--- src/rtl/ccg_pkg.sv ---
// Shared constants, codes and types of the coulomb counting charge gauge.
package ccg_pkg;

  localparam int unsigned LevelW   = 10;
  localparam int unsigned MahW     = 20;
  localparam int unsigned UsedW    = 24;
  localparam int unsigned PctW     = 11;
  localparam int unsigned ThrW     = 10;
  localparam int unsigned CfgIdxW  = 3;
  localparam int unsigned CfgDataW = 20;
  localparam int unsigned QuotW    = 10;
  localparam int unsigned NumW     = MahW + QuotW;
  localparam int unsigned RiseW    = PctW + 1;
  localparam int unsigned SubW     = UsedW + 2;

  localparam int unsigned FullScale = 1000;
  localparam int unsigned CapTol    = 100;
  localparam int unsigned ThrReset  = 50;
  localparam int          PctAbsent = -10;

  typedef enum logic [1:0] {
    OP_SAMPLE  = 2'd0,
    OP_RESTART = 2'd1,
    OP_CAPCHG  = 2'd2,
    OP_SPARE   = 2'd3
  } ccg_op_e;

  typedef enum logic [CfgIdxW-1:0] {
    CFG_CAPACITY   = 3'd0,
    CFG_THRESHOLD  = 3'd1,
    CFG_RST_VALID  = 3'd2,
    CFG_RST_REMAIN = 3'd3,
    CFG_RST_CAP    = 3'd4,
    CFG_RST_PCT    = 3'd5
  } ccg_cfg_idx_e;

  typedef enum logic [2:0] {
    S_IDLE,
    S_EVAL,
    S_SUB,
    S_MUL,
    S_DIV,
    S_EMIT
  } ccg_state_e;

  typedef struct packed {
    logic [MahW-1:0]        capacity_mah;
    logic [ThrW-1:0]        charge_threshold;
    logic                   restore_valid;
    logic [MahW-1:0]        restore_remaining;
    logic [MahW-1:0]        restore_capacity;
    logic signed [PctW-1:0] restore_percent;
  } ccg_cfg_t;

  typedef struct packed {
    logic busy;
    logic done;
  } ccg_div_stat_t;

endpackage

--- src/rtl/coulomb_count_charge_gauge.sv ---
// Top level of the coulomb counting charge gauge with its sequencer and state.
//
// Input words arrive on in_valid_i / in_stall_o and carry an opcode, the
// controller level and its cumulative consumed charge. A sample word gives
// one result word on out_valid_o / out_stall_i; a restart or capacity-change
// word only updates the internal state and gives no result.
// The block takes one word at a time and holds in_stall_o high until its work
// is done. A restart or capacity-change word is handled in the decision step,
// after which the sequencer returns to idle; a sample ending early (zero
// capacity, reset to full) goes from the decision step to the emit step, which
// loads the result register. A counted sample passes through the decision,
// subtraction, scaling multiply, bit-serial divider and emit steps. The result
// sits in an output register, so a new word is accepted while the previous
// result still waits; if that result is still stalled when the next one is
// ready, the sequencer waits in its emit step and the input stays stalled. A
// stalled result word holds its value. Reset empties the output register,
// returns the sequencer to idle and loads the documented reset values into the
// configuration and gauge state. Configuration is written through cfg_we_i,
// cfg_idx_i and cfg_data_i, one register per cycle; the user must write it only
// while the block is idle, which the block itself does not enforce.
module coulomb_count_charge_gauge import ccg_pkg::*; (
  input  logic                clk_i,
  input  logic                rst_ni,
  input  logic                cfg_we_i,
  input  logic [CfgIdxW-1:0]  cfg_idx_i,
  input  logic [CfgDataW-1:0] cfg_data_i,
  input  logic                in_valid_i,
  output logic                in_stall_o,
  input  logic [1:0]          opcode_i,
  input  logic [LevelW-1:0]   level_permille_i,
  input  logic [UsedW-1:0]    used_mah_i,
  output logic                out_valid_o,
  input  logic                out_stall_i,
  output logic [LevelW-1:0]   percent_permille_o,
  output logic [MahW-1:0]     remaining_mah_o,
  output logic                did_reset_o,
  output logic                charge_seen_o
);

  ccg_cfg_t      cfg;
  ccg_div_stat_t div_stat;
  logic [QuotW-1:0] div_quot;

  ccg_state_e state_q, state_d;

  // Captured input word.
  logic [1:0]        op_q;
  logic [LevelW-1:0] level_q;
  logic [UsedW-1:0]  used_q;

  // Gauge state.
  logic [MahW-1:0]        remaining_q;
  logic [UsedW-1:0]       last_used_q;
  logic [MahW-1:0]        rec_cap_q;
  logic signed [PctW-1:0] start_pct_q;
  logic                   ready_q, start_pend_q, cap_pend_q;

  // Pending result and the output register.
  logic [LevelW-1:0] res_pct_q;
  logic [MahW-1:0]   res_rem_q;
  logic              res_reset_q, res_seen_q;
  logic              out_valid_q;
  logic [LevelW-1:0] out_pct_q;
  logic [MahW-1:0]   out_rem_q;
  logic              out_reset_q, out_seen_q;

  logic [NumW-1:0] prod;

  logic                   in_acc, out_free, div_start;
  logic                   cap_zero, cap_far, full_reset;
  logic signed [RiseW-1:0] rise;
  logic                   rise_big;
  logic signed [SubW-1:0] sub_val;
  logic [MahW-1:0]        sub_clamped;
  logic [LevelW-1:0]      level_sat;

  ccg_cfg u_cfg (
    .clk_i      (clk_i),
    .rst_ni     (rst_ni),
    .cfg_we_i   (cfg_we_i),
    .cfg_idx_i  (cfg_idx_i),
    .cfg_data_i (cfg_data_i),
    .cfg_o      (cfg)
  );

  ccg_div u_div (
    .clk_i   (clk_i),
    .rst_ni  (rst_ni),
    .start_i (div_start),
    .num_i   (prod),
    .den_i   (cfg.capacity_mah),
    .stat_o  (div_stat),
    .quot_o  (div_quot)
  );

  assign in_acc    = in_valid_i && !in_stall_o;
  assign out_free  = !out_valid_q || !out_stall_i;
  assign level_sat = (level_permille_i > LevelW'(FullScale)) ? LevelW'(FullScale)
                                                             : level_permille_i;

  // Decision terms for a sample word.
  assign cap_zero = (cfg.capacity_mah == '0);
  assign cap_far  = ({1'b0, rec_cap_q} > ({1'b0, cfg.capacity_mah} + (MahW+1)'(CapTol))) ||
                    ({1'b0, cfg.capacity_mah} > ({1'b0, rec_cap_q} + (MahW+1)'(CapTol)));
  assign rise     = $signed({2'b00, level_q}) - RiseW'(start_pct_q);
  assign rise_big = rise > $signed({2'b00, cfg.charge_threshold});
  assign full_reset = cap_pend_q || (ready_q && (rec_cap_q != '0) && cap_far) || !ready_q ||
                      (start_pend_q && rise_big);

  // Remaining charge minus the rise in consumed charge, clamped to 0..capacity.
  assign sub_val = $signed({6'b0, remaining_q}) - $signed({2'b00, used_q}) +
                   $signed({2'b00, last_used_q});
  always_comb begin
    if (sub_val[SubW-1]) begin
      sub_clamped = '0;
    end else if (sub_val > $signed({6'b0, cfg.capacity_mah})) begin
      sub_clamped = cfg.capacity_mah;
    end else begin
      sub_clamped = sub_val[MahW-1:0];
    end
  end

  // The scaling multiply works on the freshly counted charge during the
  // multiply step, and the divider loads the product as it starts.
  assign prod = NumW'(remaining_q) * NumW'(FullScale);

  // Next state.
  always_comb begin
    state_d = state_q;
    case (state_q)
      S_IDLE: begin
        if (in_acc) state_d = S_EVAL;
      end
      S_EVAL: begin
        if (op_q != OP_SAMPLE) begin
          state_d = S_IDLE;
        end else if (cap_zero || full_reset) begin
          state_d = S_EMIT;
        end else begin
          state_d = S_SUB;
        end
      end
      S_SUB:  state_d = S_MUL;
      S_MUL:  state_d = S_DIV;
      S_DIV: begin
        if (div_stat.done) state_d = S_EMIT;
      end
      S_EMIT: begin
        if (out_free) state_d = S_IDLE;
      end
      default: state_d = S_IDLE;
    endcase
  end

  // Sequencer outputs.
  always_comb begin
    in_stall_o = 1'b1;
    div_start  = 1'b0;
    case (state_q)
      S_IDLE:  in_stall_o = 1'b0;
      S_MUL:   div_start  = 1'b1;
      default: ;
    endcase
  end

  always_ff @(posedge clk_i or negedge rst_ni) begin
    if (!rst_ni) state_q <= S_IDLE;
    else         state_q <= state_d;
  end

  // Captured word needs no reset.
  always_ff @(posedge clk_i) begin
    if (in_acc) begin
      op_q    <= opcode_i;
      level_q <= level_sat;
      used_q  <= used_mah_i;
    end
  end

  // Gauge state and the pending result.
  always_ff @(posedge clk_i or negedge rst_ni) begin
    if (!rst_ni) begin
      remaining_q  <= '0;
      last_used_q  <= '0;
      rec_cap_q    <= '0;
      start_pct_q  <= PctW'(PctAbsent);
      ready_q      <= 1'b0;
      start_pend_q <= 1'b1;
      cap_pend_q   <= 1'b0;
      res_pct_q    <= '0;
      res_rem_q    <= '0;
      res_reset_q  <= 1'b0;
      res_seen_q   <= 1'b0;
    end else begin
      case (state_q)
        S_EVAL: begin
          case (op_q)
            OP_RESTART: begin
              remaining_q  <= cfg.restore_valid ? cfg.restore_remaining : '0;
              rec_cap_q    <= cfg.restore_valid ? cfg.restore_capacity : '0;
              ready_q      <= cfg.restore_valid;
              start_pct_q  <= cfg.restore_percent;
              last_used_q  <= '0;
              start_pend_q <= 1'b1;
              cap_pend_q   <= 1'b0;
            end
            OP_CAPCHG: cap_pend_q <= 1'b1;
            OP_SAMPLE: begin
              res_pct_q   <= level_q;
              res_reset_q <= 1'b0;
              res_seen_q  <= 1'b0;
              if (cap_zero) begin
                res_rem_q <= remaining_q;
              end else begin
                // The start-up record follows the level once the simple
                // reset causes have been ruled out.
                if (!cap_pend_q && !(ready_q && (rec_cap_q != '0) && cap_far) &&
                    ready_q && start_pend_q) begin
                  start_pct_q <= PctW'($signed({1'b0, level_q}));
                  if (!rise_big) start_pend_q <= 1'b0;
                end
                if (full_reset) begin
                  remaining_q  <= cfg.capacity_mah;
                  rec_cap_q    <= cfg.capacity_mah;
                  last_used_q  <= '0;
                  start_pend_q <= 1'b1;
                  cap_pend_q   <= 1'b0;
                  ready_q      <= 1'b1;
                  res_rem_q    <= cfg.capacity_mah;
                  res_reset_q  <= 1'b1;
                  res_seen_q   <= !cap_pend_q && !(ready_q && (rec_cap_q != '0) && cap_far) &&
                                  ready_q && start_pend_q && rise_big;
                end
              end
            end
            default: ;
          endcase
        end
        S_SUB: begin
          remaining_q <= sub_clamped;
          last_used_q <= used_q;
          res_rem_q   <= sub_clamped;
        end
        S_DIV: begin
          if (div_stat.done) res_pct_q <= div_quot;
        end
        default: ;
      endcase
    end
  end

  // Output register.
  always_ff @(posedge clk_i or negedge rst_ni) begin
    if (!rst_ni) begin
      out_valid_q <= 1'b0;
    end else if (state_q == S_EMIT && out_free) begin
      out_valid_q <= 1'b1;
    end else if (!out_stall_i) begin
      out_valid_q <= 1'b0;
    end
  end

  always_ff @(posedge clk_i) begin
    if (state_q == S_EMIT && out_free) begin
      out_pct_q   <= res_pct_q;
      out_rem_q   <= res_rem_q;
      out_reset_q <= res_reset_q;
      out_seen_q  <= res_seen_q;
    end
  end

  assign out_valid_o        = out_valid_q;
  assign percent_permille_o = out_pct_q;
  assign remaining_mah_o    = out_rem_q;
  assign did_reset_o        = out_reset_q;
  assign charge_seen_o      = out_seen_q;

  // A level is never above full scale.
  a_pct_range: assert property (@(posedge clk_i) disable iff (!rst_ni)
    out_valid_o |-> (percent_permille_o <= LevelW'(FullScale)))
    else $error("result level above full scale");

  // Counted charge always lands inside the capacity.
  a_rem_clamp: assert property (@(posedge clk_i) disable iff (!rst_ni)
    (state_q == S_SUB) |=> (remaining_q <= cfg.capacity_mah))
    else $error("remaining charge outside capacity");

  // Charging seen only comes with a reset to full.
  a_seen_reset: assert property (@(posedge clk_i) disable iff (!rst_ni)
    (out_valid_o && charge_seen_o) |-> did_reset_o)
    else $error("charge seen without reset");

  // The divider is started once and then runs while the sequencer waits on it.
  a_div_run: assert property (@(posedge clk_i) disable iff (!rst_ni)
    div_start |=> (div_stat.busy && state_q == S_DIV))
    else $error("divider not running after start");

endmodule

--- src/rtl/ccg_cfg.sv ---
// Configuration register bank of the charge gauge.
module ccg_cfg import ccg_pkg::*; (
  input  logic                clk_i,
  input  logic                rst_ni,
  input  logic                cfg_we_i,
  input  logic [CfgIdxW-1:0]  cfg_idx_i,
  input  logic [CfgDataW-1:0] cfg_data_i,
  output ccg_cfg_t            cfg_o
);

  ccg_cfg_t cfg_q;

  always_ff @(posedge clk_i or negedge rst_ni) begin
    if (!rst_ni) begin
      cfg_q.capacity_mah      <= '0;
      cfg_q.charge_threshold  <= ThrW'(ThrReset);
      cfg_q.restore_valid     <= 1'b0;
      cfg_q.restore_remaining <= '0;
      cfg_q.restore_capacity  <= '0;
      cfg_q.restore_percent   <= PctW'(PctAbsent);
    end else if (cfg_we_i) begin
      case (cfg_idx_i)
        CFG_CAPACITY:   cfg_q.capacity_mah      <= cfg_data_i[MahW-1:0];
        CFG_THRESHOLD:  cfg_q.charge_threshold  <= cfg_data_i[ThrW-1:0];
        CFG_RST_VALID:  cfg_q.restore_valid     <= cfg_data_i[0];
        CFG_RST_REMAIN: cfg_q.restore_remaining <= cfg_data_i[MahW-1:0];
        CFG_RST_CAP:    cfg_q.restore_capacity  <= cfg_data_i[MahW-1:0];
        CFG_RST_PCT:    cfg_q.restore_percent   <= cfg_data_i[PctW-1:0];
        default: ;
      endcase
    end
  end

  assign cfg_o = cfg_q;

endmodule

--- src/rtl/ccg_div.sv ---
// Restoring divider producing one quotient bit per cycle.
module ccg_div import ccg_pkg::*; (
  input  logic             clk_i,
  input  logic             rst_ni,
  input  logic             start_i,
  input  logic [NumW-1:0]  num_i,
  input  logic [MahW-1:0]  den_i,
  output ccg_div_stat_t    stat_o,
  output logic [QuotW-1:0] quot_o
);

  localparam int unsigned CntW = $clog2(QuotW + 1);

  logic            busy_q, done_q;
  logic [CntW-1:0] cnt_q;
  logic [MahW-1:0] rem_q, den_q;
  logic [QuotW-1:0] low_q;
  logic [MahW+1:0] trial;
  logic            take;

  // The quotient is known to fit in QuotW bits, so the upper numerator bits
  // already form a partial remainder below the divisor.
  assign trial = {1'b0, rem_q, low_q[QuotW-1]} - {2'b00, den_q};
  assign take  = ~trial[MahW+1];

  always_ff @(posedge clk_i or negedge rst_ni) begin
    if (!rst_ni) begin
      busy_q <= 1'b0;
      done_q <= 1'b0;
      cnt_q  <= '0;
    end else begin
      done_q <= 1'b0;
      if (start_i) begin
        busy_q <= 1'b1;
        cnt_q  <= '0;
      end else if (busy_q) begin
        if (cnt_q == CntW'(QuotW - 1)) begin
          busy_q <= 1'b0;
          done_q <= 1'b1;
        end
        cnt_q <= cnt_q + CntW'(1);
      end
    end
  end

  always_ff @(posedge clk_i) begin
    if (start_i) begin
      rem_q <= num_i[NumW-1:QuotW];
      low_q <= num_i[QuotW-1:0];
      den_q <= den_i;
    end else if (busy_q) begin
      rem_q <= take ? trial[MahW-1:0] : {rem_q[MahW-2:0], low_q[QuotW-1]};
      low_q <= {low_q[QuotW-2:0], take};
    end
  end

  assign stat_o.busy = busy_q;
  assign stat_o.done = done_q;
  assign quot_o      = low_q;

endmodule

--- config.mk ---
export PLATFORM = sky130hd
export DESIGN_NAME = coulomb_count_charge_gauge
export DESIGN_NICKNAME = d
export VERILOG_FILES = /design/src/rtl/ccg_pkg.sv /design/src/rtl/coulomb_count_charge_gauge.sv /design/src/rtl/ccg_cfg.sv /design/src/rtl/ccg_div.sv
export SDC_FILE = /design/constraint.sdc
export NUM_CORES = 1
export LEC_CHECK = 0
export BUFFER_PORTS_ARGS = -buffer_cell sky130_fd_sc_hd__buf_2
export CAP_MARGIN = 20
export CORE_MARGIN = 1
export CORE_UTILIZATION = 55
export DETAILED_ROUTE_END_ITERATION = 8
export GPL_ROUTABILITY_DRIVEN = 0
export HOLD_SLACK_MARGIN = 0.12
export PLACE_DENSITY = 0.8
export SYNTH_ARGS = -nofsm -noshare
export SYNTH_HDL_FRONTEND = slang
export SYNTH_SLANG_ARGS = --single-unit
--- constraint.sdc ---
create_clock -name clk_i -period 6.6 [get_ports clk_i]
set_clock_uncertainty 0.2 [all_clocks]
set_input_delay 0.66 -clock clk_i [delete_from_list [all_inputs] [get_ports clk_i]]
set_output_delay 0.66 -clock clk_i [all_outputs]
set_load 0.02 [all_outputs]
Word-level counts from Yosys, hierarchy flattened:

Cells that the tools add are included.

* logic and storage cells: 180
* input port bits: 64
* register bits after elaboration: 320
* output and inout bits: 34

* bitwise logic cells: 1
* mux-type cells: 60
* add/subtract/negate cells: 7
* magnitude comparators: 5
* multipliers: 1
* reduce and logical (&&, ||, !) cells: 46
* equal/unequal tests: 27

Operators with widths (number)
* $mux W20: 11
* $pmux W20 S2: 4
* $pmux W24 S2: 2
* $mux W24: 2
* $add A20 B7 Y21 const B: 2
* $gt A20 B21 Y1: 2
* $mux W10: 4
* $mul A20 B7 Y27 const B: 1
* $add A25 B25 Y26: 1
* $gt A26 B21 Y1: 1
* $sub A20 B24 Y25: 1
* $mux W1: 22
* $mux W11: 2
* $pmux W11 S2: 1
* $sub A21 B20 Y22: 1
* $logic_not A20 Y1: 1
* $pmux W10 S2: 1
* $reduce_bool A20 Y1: 1
* $pmux W3 S6: 1
* $reduce_and A4 Y1: 4
* $mux W3: 5
* $ne A3 B3 Y1 const B: 5
* $reduce_and A2 Y1: 7
* $eq A3 B2 Y1 const B: 4
* other kinds (25): 61

Longest topological paths before layout:

Gate-level depths: netlist of run 1.

* depth after elaboration: 12
* gate-level depth with buffers: 30
* gate-level depth less buffers: 29

Cells and area by module:

Synthesis of run 1 repeated with hierarchy kept, for this count alone.

* cell total of the unflattened synthesis: 2219
* area total of the unflattened synthesis: 22865.7 µm²

Modules (own cells, without submodules)
* coulomb_count_charge_gauge: sequential area each 4907.2 µm², cells each 1688, instances 1, area an instance 16067.9 µm²
* ccg_div: sequential area each 1651.6 µm², cells each 353, instances 1, area an instance 3682.3 µm²
* ccg_cfg: sequential area each 2067.0 µm², cells each 178, instances 1, area an instance 3115.5 µm²

Worst setup path before layout of run 1:

No wires, ideal clock.

* kind: register -> register
* from: register remaining_q[1]
* to: register res_rem_q[16]
* buffers on the path: 1
* stages on the path, launching flop included: 30
* arrival: 5.172 ns
* data required time: 6.258 ns
* clock period less this slack: 5.515 ns
* setup slack: 1.085 ns
* library setup time: 0.142 ns
* cells stage by stage: dfrtp_1 > ha_1 > nor2b_1 > o21a_1 > o21ai_1 > a211oi_1 > or2_2 > o21a_1 > o21ai_0 > nand2b_1 > xor2_1 > ha_1 > nand2_1 > nand3_1 > o31ai_4 > nor2_1 > nor2_1 > o21ai_0 > xor2_1 > ha_1 > nand4_1 > nor3_1 > nand2_1 > o32ai_1 > a31oi_1 > nor4_2 > nand3_2 > buf_6 > mux2i_1 > o221ai_1

* longest elaborated chain between the ends: 6

RTL lines
* start: declaration: RTL line coulomb_count_charge_gauge.sv:52 `logic [MahW-1:0] remaining_q;`
* start signal: assignment: RTL line coulomb_count_charge_gauge.sv:199 `remaining_q <= cfg.restore_valid ? cfg.restore_remaining : '0;`
* start signal: assignment: RTL line coulomb_count_charge_gauge.sv:223 `remaining_q <= cfg.capacity_mah;`
* start signal: assignment: RTL line coulomb_count_charge_gauge.sv:240 `remaining_q <= sub_clamped;`
* $sub A20 B24 Y25 *: RTL line coulomb_count_charge_gauge.sv:111 `assign sub_val = $signed({6'b0, remaining_q}) - $signed({2'b00, used_q}) +`
* $add A25 B25 Y26 *: RTL line coulomb_count_charge_gauge.sv:111
* $gt A26 B21 Y1: RTL line coulomb_count_charge_gauge.sv:116 `end else if (sub_val > $signed({6'b0, cfg.capacity_mah})) begin`
* $mux W20: RTL line coulomb_count_charge_gauge.sv:116
* $mux W20 *: RTL line coulomb_count_charge_gauge.sv:114 `if (sub_val[SubW-1]) begin`
* $pmux W20 S2 *: RTL line coulomb_count_charge_gauge.sv:195 `case (state_q)`
* end signal: assignment: RTL line coulomb_count_charge_gauge.sv:213 `res_rem_q <= remaining_q;`
* end signal: assignment: RTL line coulomb_count_charge_gauge.sv:229 `res_rem_q <= cfg.capacity_mah;`
* end signal: assignment: RTL line coulomb_count_charge_gauge.sv:242 `res_rem_q <= sub_clamped;`
* end: declaration: RTL line coulomb_count_charge_gauge.sv:60 `logic [MahW-1:0] res_rem_q;`

Every way passes the cells marked *; elsewhere a longest branch is shown, timed or not.
A chain may end at the register's enable or synchronous reset.

Final worst setup path of run 1:

* from: register remaining_q[0]
* to: register res_rem_q[13]

The elaborated chain is that of the path after synthesis.

==> results of run 1 <==
how the worst max path moves through the flow:
| stage | from | end | slack [ps] | cells past startpoint |
|---|---|---|---|---|
| after global routing | remaining_q[0] | res_rem_q[13] | -60 | 28 |
| after detailed placement | remaining_q[1] | remaining_q[3] | 200 | 29 |
| after global placement | remaining_q[1] | res_rem_q[18] | 520 | 29 |
| final | remaining_q[0] | res_rem_q[13] | 340 | 28 |
| after floorplan | remaining_q[1] | res_rem_q[16] | 1090 | 29 |
| after CTS | remaining_q[2] | remaining_q[3] | 160 | 28 |
registers in the layout, summed over array words and instances (netlist names), 11 cells and up:
signal and flops:
last_used_q 24, remaining_mah_o 20, used_q 24, res_rem_q 20
u_cfg.cfg_o 82, remaining_q 20, start_pct_q 11, u_div.den_q 20
u_div.rem_q 20, rec_cap_q 20
per-layer routing:
layer	up-vias	GRT usage (%)	wire length (µm)
met4	2	14.3	2890
met5	-	0	11
met2	732	46.5	27300
li1	7894	-	-
met1	8533	38.3	24000
met3	188	5.77	4780
logic make-up (layout without fill, tap and decap cells):
| kind of cell | count (synthesis) | in the layout |
|---|---|---|
| AND/OR/NAND/NOR | 529 | 529 |
| XOR/XNOR | 120 | 120 |
| multiplexers | 105 | 105 |
| adder cells (fa/ha/maj) | 288 | 288 |
| flip-flops | 320 | 320 |
| AO/OA/AOI/OAI | 514 | 514 |
| buffers and inverters | 243 | 383 |
layout make-up:
class / instances / area (µm²)
fillers: 3019 / 14300
multi-input cells: 1556 / 12500
flip-flops and latches: 320 / 8600
repair buffers: 165 / 1130
clock buffers: 53 / 1090
well taps: 518 / 648
inverters: 151 / 567
clock inverters: 14 / 171
critical path, delay by kind of cell (launching register included):
family / cells / cell delay [ps]
and+or+nand+nor: 7 / 860
AOI/OAI and AO/OA: 11 / 2350
buffers and inverters: 3 / 390
xor gates and xnor gates: 2 / 490
muxes: 1 / 240
adders and majority gates: 4 / 1100
DFF: 1 / 450
stage by stage:
stage,hold slack [ps],worst slack [ps]
finish,135,342
global route,121,-57.2
CTS,121,162
detailed placement,238,203
global placement,230,516
floorplan,164,1090
timing repair:
action                                 CTS  global route
hold buffers                            30             0
setup endpoints to repair                0            40
setup buffers                            0             2
endpoints found under the hold margin  104             0
resized for setup                        0            13
placed cells by master (no fill, tap or decap), types with 12 or more instances in the layout:
master	count
xor2_1	43
inv_1	151
o21ai_0	109
and3_1	12
buf_2	96
nor2b_1	23
dlygate4sd3_1	30
clkbuf_16	37
mux2_2	53
nand3_1	79
fa_1	74
o21ai_1	12
buf_4	33
a221oi_2	14
xnor2_1	77
edfxtp_1	115
dfrtp_1	176
o221ai_1	41
or3_1	12
nand2b_1	16
o21a_1	26
mux2i_1	49
ha_1	213
nand2_1	160
nor2_1	123
o22ai_1	23
a21o_1	36
nand4_1	22
dfstp_2	22
a22o_1	21
a211oi_1	12
a21oi_1	117
nor3_1	24
==> impl_metrics.csv, run 1 <==
group,metric,value,unit
sta,hold_violations,0,
synth,ys_ff_latch,320,
layout,diodes,0,
synth,syn_inst,2119,
cts,cts_tree,"built",
floorplanning,die_h,202,µm
synth,synth_compound_gate_area_share,16.2,%
worst_setup_path,critPathArrivalTime,6440,ps
floorplanning,dieArea,40800,µm²
synth,synth_most_common_cell,"ha_1",
synth,yosysUniqueCellTypes,84,
outcome,status,"complete, no violations",
synth,synth_commonest_cells,"214 x ha_1, 180 x dfrtp_1, 160 x nand2_1",
layout,final_area,24700,µm²
worst_setup_path,end_kind,"flop",
sta,period_share,94.8,%
job,maxCapViolCount,0,
route,dr.pass1.iters,5,
place,place_area,23000,µm²
place,hpwl,43200,µm
worst_setup_path,cpMaxStageDelayCell,"dfrtp_2",
route,route.detailed.drc,0,
route,drt_iter0_drc,1476,
layout,area_growth,12.3,%
sta,setup_viol,0,
synth,synthArstFlopShare,63.1,%
worst_hold_path,hold_path_depth,1,
synth,synth_edf_count,115,
sta,slew_headroom,26.2,%
sta,worst_pin_slew,1100,ps
layout,drive_above_1_share,14.7,%
cts,h-tree-depth,2,
synth,synthAdderAreaFrac,18.9,%
synth,synth_area_leaders,"dfrtp_1 20%, edfxtp_1 16%, ha_1 12%",
worst_hold_path,hp-start,"used_mah_i[1]",
synth,ys_seq_area_share,39.1,%
global_route,grt_pass1_wl,93700,µm
route,wire_per_inst,21.2,µm
worst_setup_path,r2r_end,"res_rem_q[13]",
global_route,grt_pass1_vias,17443,
route,vias,17349,
worst_hold_path,holdPathEnd,"used_q[1]",
place,dp_cells,2675,
floorplanning,fp.dieW,202,µm
floorplanning,start_util,56.4,%
synth,synth-simple-area-share,11.5,%
synth,yosysTopAreaCell,"dfrtp_1",
cts,clk_path_buf_depth,3,
synth,yosysTopAreaCellShare,20.5,%
global_route,gr-total-overflow,0,
layout,post-route-util,63.4,%
route,vias_per_cell,6.25,
route,ant_nets,0,
worst_setup_path,crit_path_max_fanout,20,
worst_setup_path,r2r_cells,28,
layout,instances_no_fill,2777,
worst_setup_path,cpMostUsedCell,"ha_1",
layout,fin_nets,2583,
synth,synth_flop_cell,"dfrtp_1",
sta,report.final.slew_viol_count,0,
worst_setup_path,critical_path_required,6780,ps
sta,layout_min_cycle_time,6260,ps
synth,avgSynthCellArea,10.4,µm²
synth,syn_area,22000,µm²
place,port_buffers,97,
sta,tns,0,ps
synth,yosys_warnings,0,
worst_setup_path,r2r-start,"remaining_q[0]",
floorplanning,ios,98,
cts,clk_latency,570,ps
cts,numCtsBuffers,37,
synth,synth_top_family_by_area,"adder cells",
route,routed_wl,59000,µm
synth,synth_fp_nets,2471,
floorplanning,core-area,39000,µm²
worst_setup_path,reg2reg_slack,340,ps
synth,synthXorXnorAreaFrac,4.78,%
global_route,grt_max_degree,100,
worst_setup_path,path_class,"reg2reg",
worst_hold_path,hold_path.class,"in2reg",
sta,clock.fmax,0.160,GHz
worst_setup_path,start_kind,"flop",
cts,cts.clk_slew.worst_paths,60,ps
synth,synth_mux_area_share,5.08,%
cts,clock_sinks,320,
global_route,grt_use_total,29.2,%
global_route,antenna_found_initial,2,
worst_setup_path,slowest_delay,450,ps
floorplanning,rows,72,
cts,cts_root_buf,"clkbuf_16",
Power of run 1 is not shown: default switching activity piles up to over one toggle a cycle in this logic, so the estimate is an artifact.
==> run 2, diff against run 1 <==
--- a/config.mk
+++ b/config.mk
@@ -7,12 +7,14 @@
 export LEC_CHECK = 0
 export BUFFER_PORTS_ARGS = -buffer_cell sky130_fd_sc_hd__buf_2
 export CAP_MARGIN = 20
+export CELL_PAD_IN_SITES_DETAIL_PLACEMENT = 1
+export CELL_PAD_IN_SITES_GLOBAL_PLACEMENT = 1
 export CORE_MARGIN = 1
-export CORE_UTILIZATION = 55
+export CORE_UTILIZATION = 50
 export DETAILED_ROUTE_END_ITERATION = 8
 export GPL_ROUTABILITY_DRIVEN = 0
 export HOLD_SLACK_MARGIN = 0.12
-export PLACE_DENSITY = 0.8
+export PLACE_DENSITY_LB_ADDON = 0.1
 export SYNTH_ARGS = -nofsm -noshare
 export SYNTH_HDL_FRONTEND = slang
 export SYNTH_SLANG_ARGS = --single-unit
==> run 2 against run 1 <==
Net effect: first-iteration DRC count decreased by 43%; non-clock buffer count rose by 2; critical path depth fell by 1; critical path type unchanged; core utilization fell by 6.1 points; sequential share of layout area fell by 0.086 points; sequential cell count unchanged; cell area is 0.22% higher; global-route usage up 1.1 points; worst hold slack improved by 11 ps.
==> impl_metrics.csv, run 2 (synthesis results as in run 1) <==
group,metric,value,unit
floorplanning,rows,76,
floorplanning,ios,98,
worst_setup_path,r2r-start,"used_q[1]",
outcome,status,"complete, no violations",
sta,setup_viol,0,
layout,area_growth,12.6,%
global_route,gr-total-overflow,0,
worst_setup_path,critPathArrivalTime,6340,ps
worst_setup_path,critical_path_required,6810,ps
cts,cts_tree,"built",
worst_setup_path,cpMaxStageDelayCell,"edfxtp_1",
route,routed_wl,65900,µm
floorplanning,dieArea,44900,µm²
cts,numCtsBuffers,39,
sta,tns,0,ps
cts,clk_path_buf_depth,3,
global_route,grt_use_total,30.4,%
route,vias,17120,
global_route,grt_pass1_vias,18429,
worst_setup_path,start_kind,"flop",
layout,diodes,0,
route,wire_per_inst,23.1,µm
worst_setup_path,r2r_cells,27,
global_route,grt_max_degree,90,
sta,layout_min_cycle_time,6130,ps
cts,h-tree-depth,2,
sta,period_share,92.9,%
cts,cts_root_buf,"clkbuf_16",
worst_setup_path,reg2reg_slack,470,ps
worst_setup_path,end_kind,"flop",
route,vias_per_cell,6.01,
worst_setup_path,cpMostUsedCell,"ha_1",
cts,clk_latency,570,ps
layout,largest_register_ffs,82,
place,hpwl,49000,µm
worst_setup_path,r2r_end,"remaining_q[12]",
layout,final_cell_mix,"213 x ha_1, 178 x dfrtp_1, 160 x nand2_1",
worst_hold_path,hp-start,"used_mah_i[1]",
sta,rsz0062_at_grt,"false",
sta,clock.fmax,0.163,GHz
cts,clock_sinks,320,
route,dr.pass1.iters,7,
worst_setup_path,slowest_delay,390,ps
layout,final_common_cell,"ha_1",
layout,fin_nets,2587,
worst_setup_path,setup.worst_path.start,"used_q[1]",
global_route,grt_pass1_wl,104000,µm
layout,drive_above_1_share,14.8,%
sta,report.final.slew_viol_count,0,
sta,worst_pin_slew,995,ps
place,port_buffers,97,
route,ant_nets,0,
floorplanning,core-area,43300,µm²
worst_setup_path,critPathTopFamily,"compound AO/OA/AOI/OAI gates",
worst_setup_path,cp.buffers_inverters,2,
sta,slew_headroom,33.5,%
worst_setup_path,path_class,"reg2reg",
route,route.detailed.drc,0,
worst_hold_path,hold_path.class,"in2reg",
sta,hold_violations,0,
job,maxCapViolCount,0,
floorplanning,die_h,212,µm
cts,cts.clk_slew.worst_paths,60,ps
floorplanning,start_util,50.9,%
worst_setup_path,crit_path_max_fanout,20,
route,drt_iter0_drc,834,
global_route,antenna_found_initial,1,
worst_hold_path,hold_path_depth,1,
floorplanning,fp.dieW,212,µm
worst_hold_path,holdPathEnd,"used_q[1]",
## run 2: cell count changes in the layout (fill, tap and decap cells not counted), moves of 2 or more
cell / before / now
buf_4: 33 / 35
bufinv_16: 3 / 0
clkbuf_1: 6 / 13
clkbuf_16: 37 / 40
clkbuf_8: 11 / 3
clkinv_2: 2 / 9
dfrtp_1: 176 / 178
dfrtp_2: 4 / 2
inv_6: 4 / 1
mux2i_1: 49 / 43
mux2i_2: 3 / 9
## run 2: timing repair
item | 4_1_cts | 5_1_grt
setup buffers | 0 | 2
setup endpoints to repair | 0 | 40
hold endpoints to repair | 104 | 0
hold buffers | 31 | 0
gates resized for setup | 0 | 20
## run 2: cell type report
class | count | area [µm²]
clock buffers | 55 | 1080
well taps | 585 | 732
flip-flops and latches | 320 | 8600
clock inverters | 16 | 105
multi-input cells | 1556 | 12600
inverters | 151 | 567
repair buffers | 167 | 1130
fillers | 4704 | 18500
## run 2: per-stage QoR
stage | area [µm²] | instances | setup slack (ps) | util, % | hold WS, ps
after floorplan | 22000 | 2119 | 1090 | - | 164
after global placement | 23100 | 2743 | 437 | 53.5 | 235
after detailed placement | 23100 | 2743 | 161 | 53.5 | 235
after CTS | 24600 | 2845 | 107 | 56.9 | 122
after global routing | 24800 | 2850 | 6.76 | 57.3 | 132
final | 24800 | 2850 | 467 | 57.3 | 145
## run 2: worst max-delay path by stage
stage / to / slack (ps) / cells past startpoint
5_1_grt: remaining_q[2] / 7 / 30
2_1_floorplan: res_rem_q[16] / 1090 / 29
6_report: remaining_q[12] / 470 / 27
3_5_place_dp: remaining_q[12] / 160 / 28
3_3_place_gp: remaining_q[16] / 440 / 26
4_1_cts: remaining_q[2] / 110 / 24
## run 2: layer usage
layer  track usage, %  routed length (µm)
met2             50.9               32000
met5                0                   0
met1             40.1               29000
met4             11.7                2260
met3             3.71                2640
Power of run 2 is left out for the same reason.
==> run 3, diff against run 2 <==
--- a/config.mk
+++ b/config.mk
@@ -9,6 +9,7 @@
 export CAP_MARGIN = 20
 export CELL_PAD_IN_SITES_DETAIL_PLACEMENT = 1
 export CELL_PAD_IN_SITES_GLOBAL_PLACEMENT = 1
+export CORE_ASPECT_RATIO = 1.5
 export CORE_MARGIN = 1
 export CORE_UTILIZATION = 50
 export DETAILED_ROUTE_END_ITERATION = 8
==> run 3 against run 2 <==
Net effect: critical path depth is 1 higher; fmax is 2.7% lower; sequential cell count stayed put; non-clock buffer count is 2 higher; sequential share of layout area is 0.10 points higher; count of clock-buffer cells in the layout is 6 lower; cell count is 0.70% lower; die area hardly changed; core utilization is 0.052 points lower; first-iteration DRC count is 21% higher; register-to-register slack worse by 170 ps; critical path type unchanged; largest cell class unchanged.
==> impl_metrics.csv, run 3 (synthesis results as in run 1) <==
group,metric,value,unit
worst_setup_path,path_class,"reg2reg",
place,hpwl,50100,µm
place,port_buffers,97,
global_route,grt_max_degree,103,
sta,clock.fmax,0.159,GHz
global_route,grt_pass1_wl,107000,µm
worst_setup_path,critical_path_required,6790,ps
sta,worst_pin_slew,1110,ps
sta,whs,141,ps
route,wl_met3,2430,µm
floorplanning,die_h,259,µm
layout,diodes,0,
floorplanning,rows,93,
cts,clk_latency,560,ps
route,ant_nets,0,
sta,layout_min_cycle_time,6300,ps
cts,clk_path_buf_depth,3,
worst_setup_path,slowest_delay,390,ps
sta,slew_headroom,25.7,%
cts,cts_root_buf,"clkbuf_16",
sta,tns,0,ps
layout,multi_input_area,12500,µm²
cts,cts.clk_slew.worst_paths,70,ps
cts,cts_tree,"built",
floorplanning,ios,98,
worst_setup_path,crit_path_max_fanout,12,
route,vias_per_cell,6.09,
global_route,antenna_found_initial,0,
sta,setup_viol,0,
route,drt_iter0_drc,1006,
route,dr.pass1.iters,5,
sta,period_share,95.5,%
job,maxCapViolCount,0,
floorplanning,fp.dieW,173,µm
worst_setup_path,r2r-start,"remaining_q[0]",
route,met1_length,27400,µm
global_route,grt_pass1_vias,18486,
layout,drive_above_1_share,14.3,%
global_route,grt_use_total,30.8,%
floorplanning,dieArea,44900,µm²
route,highest_layer,"met4",
worst_setup_path,cpMaxStageDelayCell,"dfrtp_1",
worst_hold_path,hold_path.class,"in2reg",
sta,hold_violations,0,
worst_setup_path,start_kind,"flop",
route,route.detailed.drc,0,
layout,ff_latch_area,8600,µm²
floorplanning,core-area,43200,µm²
worst_hold_path,hp-start,"used_mah_i[1]",
route,vias,17228,
sta,report.final.slew_viol_count,0,
sta,rsz0062_at_grt,"false",
layout,final_common_cell,"ha_1",
layout,final_cell_mix,"213 x ha_1, 179 x dfrtp_1, 160 x nand2_1",
layout,area_growth,12.2,%
layout,largest_register_ffs,82,
worst_setup_path,cpMostUsedCell,"ha_1",
layout,fillers,4734,
route,routed_wl,68200,µm
outcome,status,"complete, no violations",
global_route,gr-total-overflow,0,
floorplanning,start_util,51.0,%
worst_setup_path,setup.worst_path.start,"remaining_q[0]",
route,met2_length,34400,µm
worst_setup_path,critPathArrivalTime,6490,ps
worst_setup_path,end_kind,"flop",
layout,fin_nets,2585,
cts,h-tree-depth,2,
cts,clock_sinks,320,
route,wire_per_inst,24.1,µm
cts,numCtsBuffers,35,
[run 3: cell count changes in the layout (fill, tap and decap cells not counted), sizes merged]
cell	previous run	this run
clkinvlp	3	1
clkinv	12	10
clkbuf	56	50
bufinv	0	2
buf	135	138
inv	152	153
dlygate4sd3	31	30
[run 3: worst paths after layout]
path                                   end  slack, ps  cells after the start
min reg2reg                  charge_seen_o        250                      0
min in group asynchronous    rec_cap_q[12]        560                      2
max                         remaining_q[4]        300                     28
max reg2reg                 remaining_q[4]        300                     28
min                              used_q[1]        140                      1
max in group asynchronous  u_cfg.cfg_o[60]       4180                      3
[run 3: final cells by class]
type | count | area share, %
inverters | 151 | 2.30
multi-input cells | 1556 | 50.8
repair buffers | 169 | 4.59
flip-flops and latches | 320 | 34.8
clock buffers | 49 | 3.92
clock inverters | 15 | 0.689
well taps | 570 | 2.89
[run 3: routing by layer]
layer	track usage, %	vias up
li1	-	7881
met1	37.2	8787
met2	53.8	414
met3	3.28	146
met4	17.1	0
met5	0	-
[run 3: worst max-delay path, delay by kind of cell, from the launching register on]
kind / cells / cell delay (ps)
AOI/OAI and AO/OA: 11 / 2390
xor gates and xnor gates: 2 / 480
adders and majority gates: 4 / 1120
buffers and inverters: 3 / 440
DFF: 1 / 390
muxes: 1 / 260
and+or+nand+nor: 7 / 860
[run 3: stage by stage]
step | util [%] | setup WS [ps] | instance area [µm²] | instances
detailed placement | 53.6 | 251 | 23100 | 2731
floorplan | - | 1090 | 22000 | 2119
finish | 57.2 | 297 | 24700 | 2830
CTS | 56.9 | 146 | 24600 | 2825
global route | 57.2 | 24.3 | 24700 | 2830
global placement | 53.6 | 433 | 23100 | 2730
[run 3: what timing repair did]
| item | CTS | global route |
|---|---|---|
| endpoints found under the hold margin | 129 | 0 |
| hold buffers | 30 | 0 |
| buffers inserted | 0 | 3 |
| gates resized for setup | 0 | 11 |
| setup endpoints to repair | 0 | 40 |
Power of run 3 is left out for the same reason.
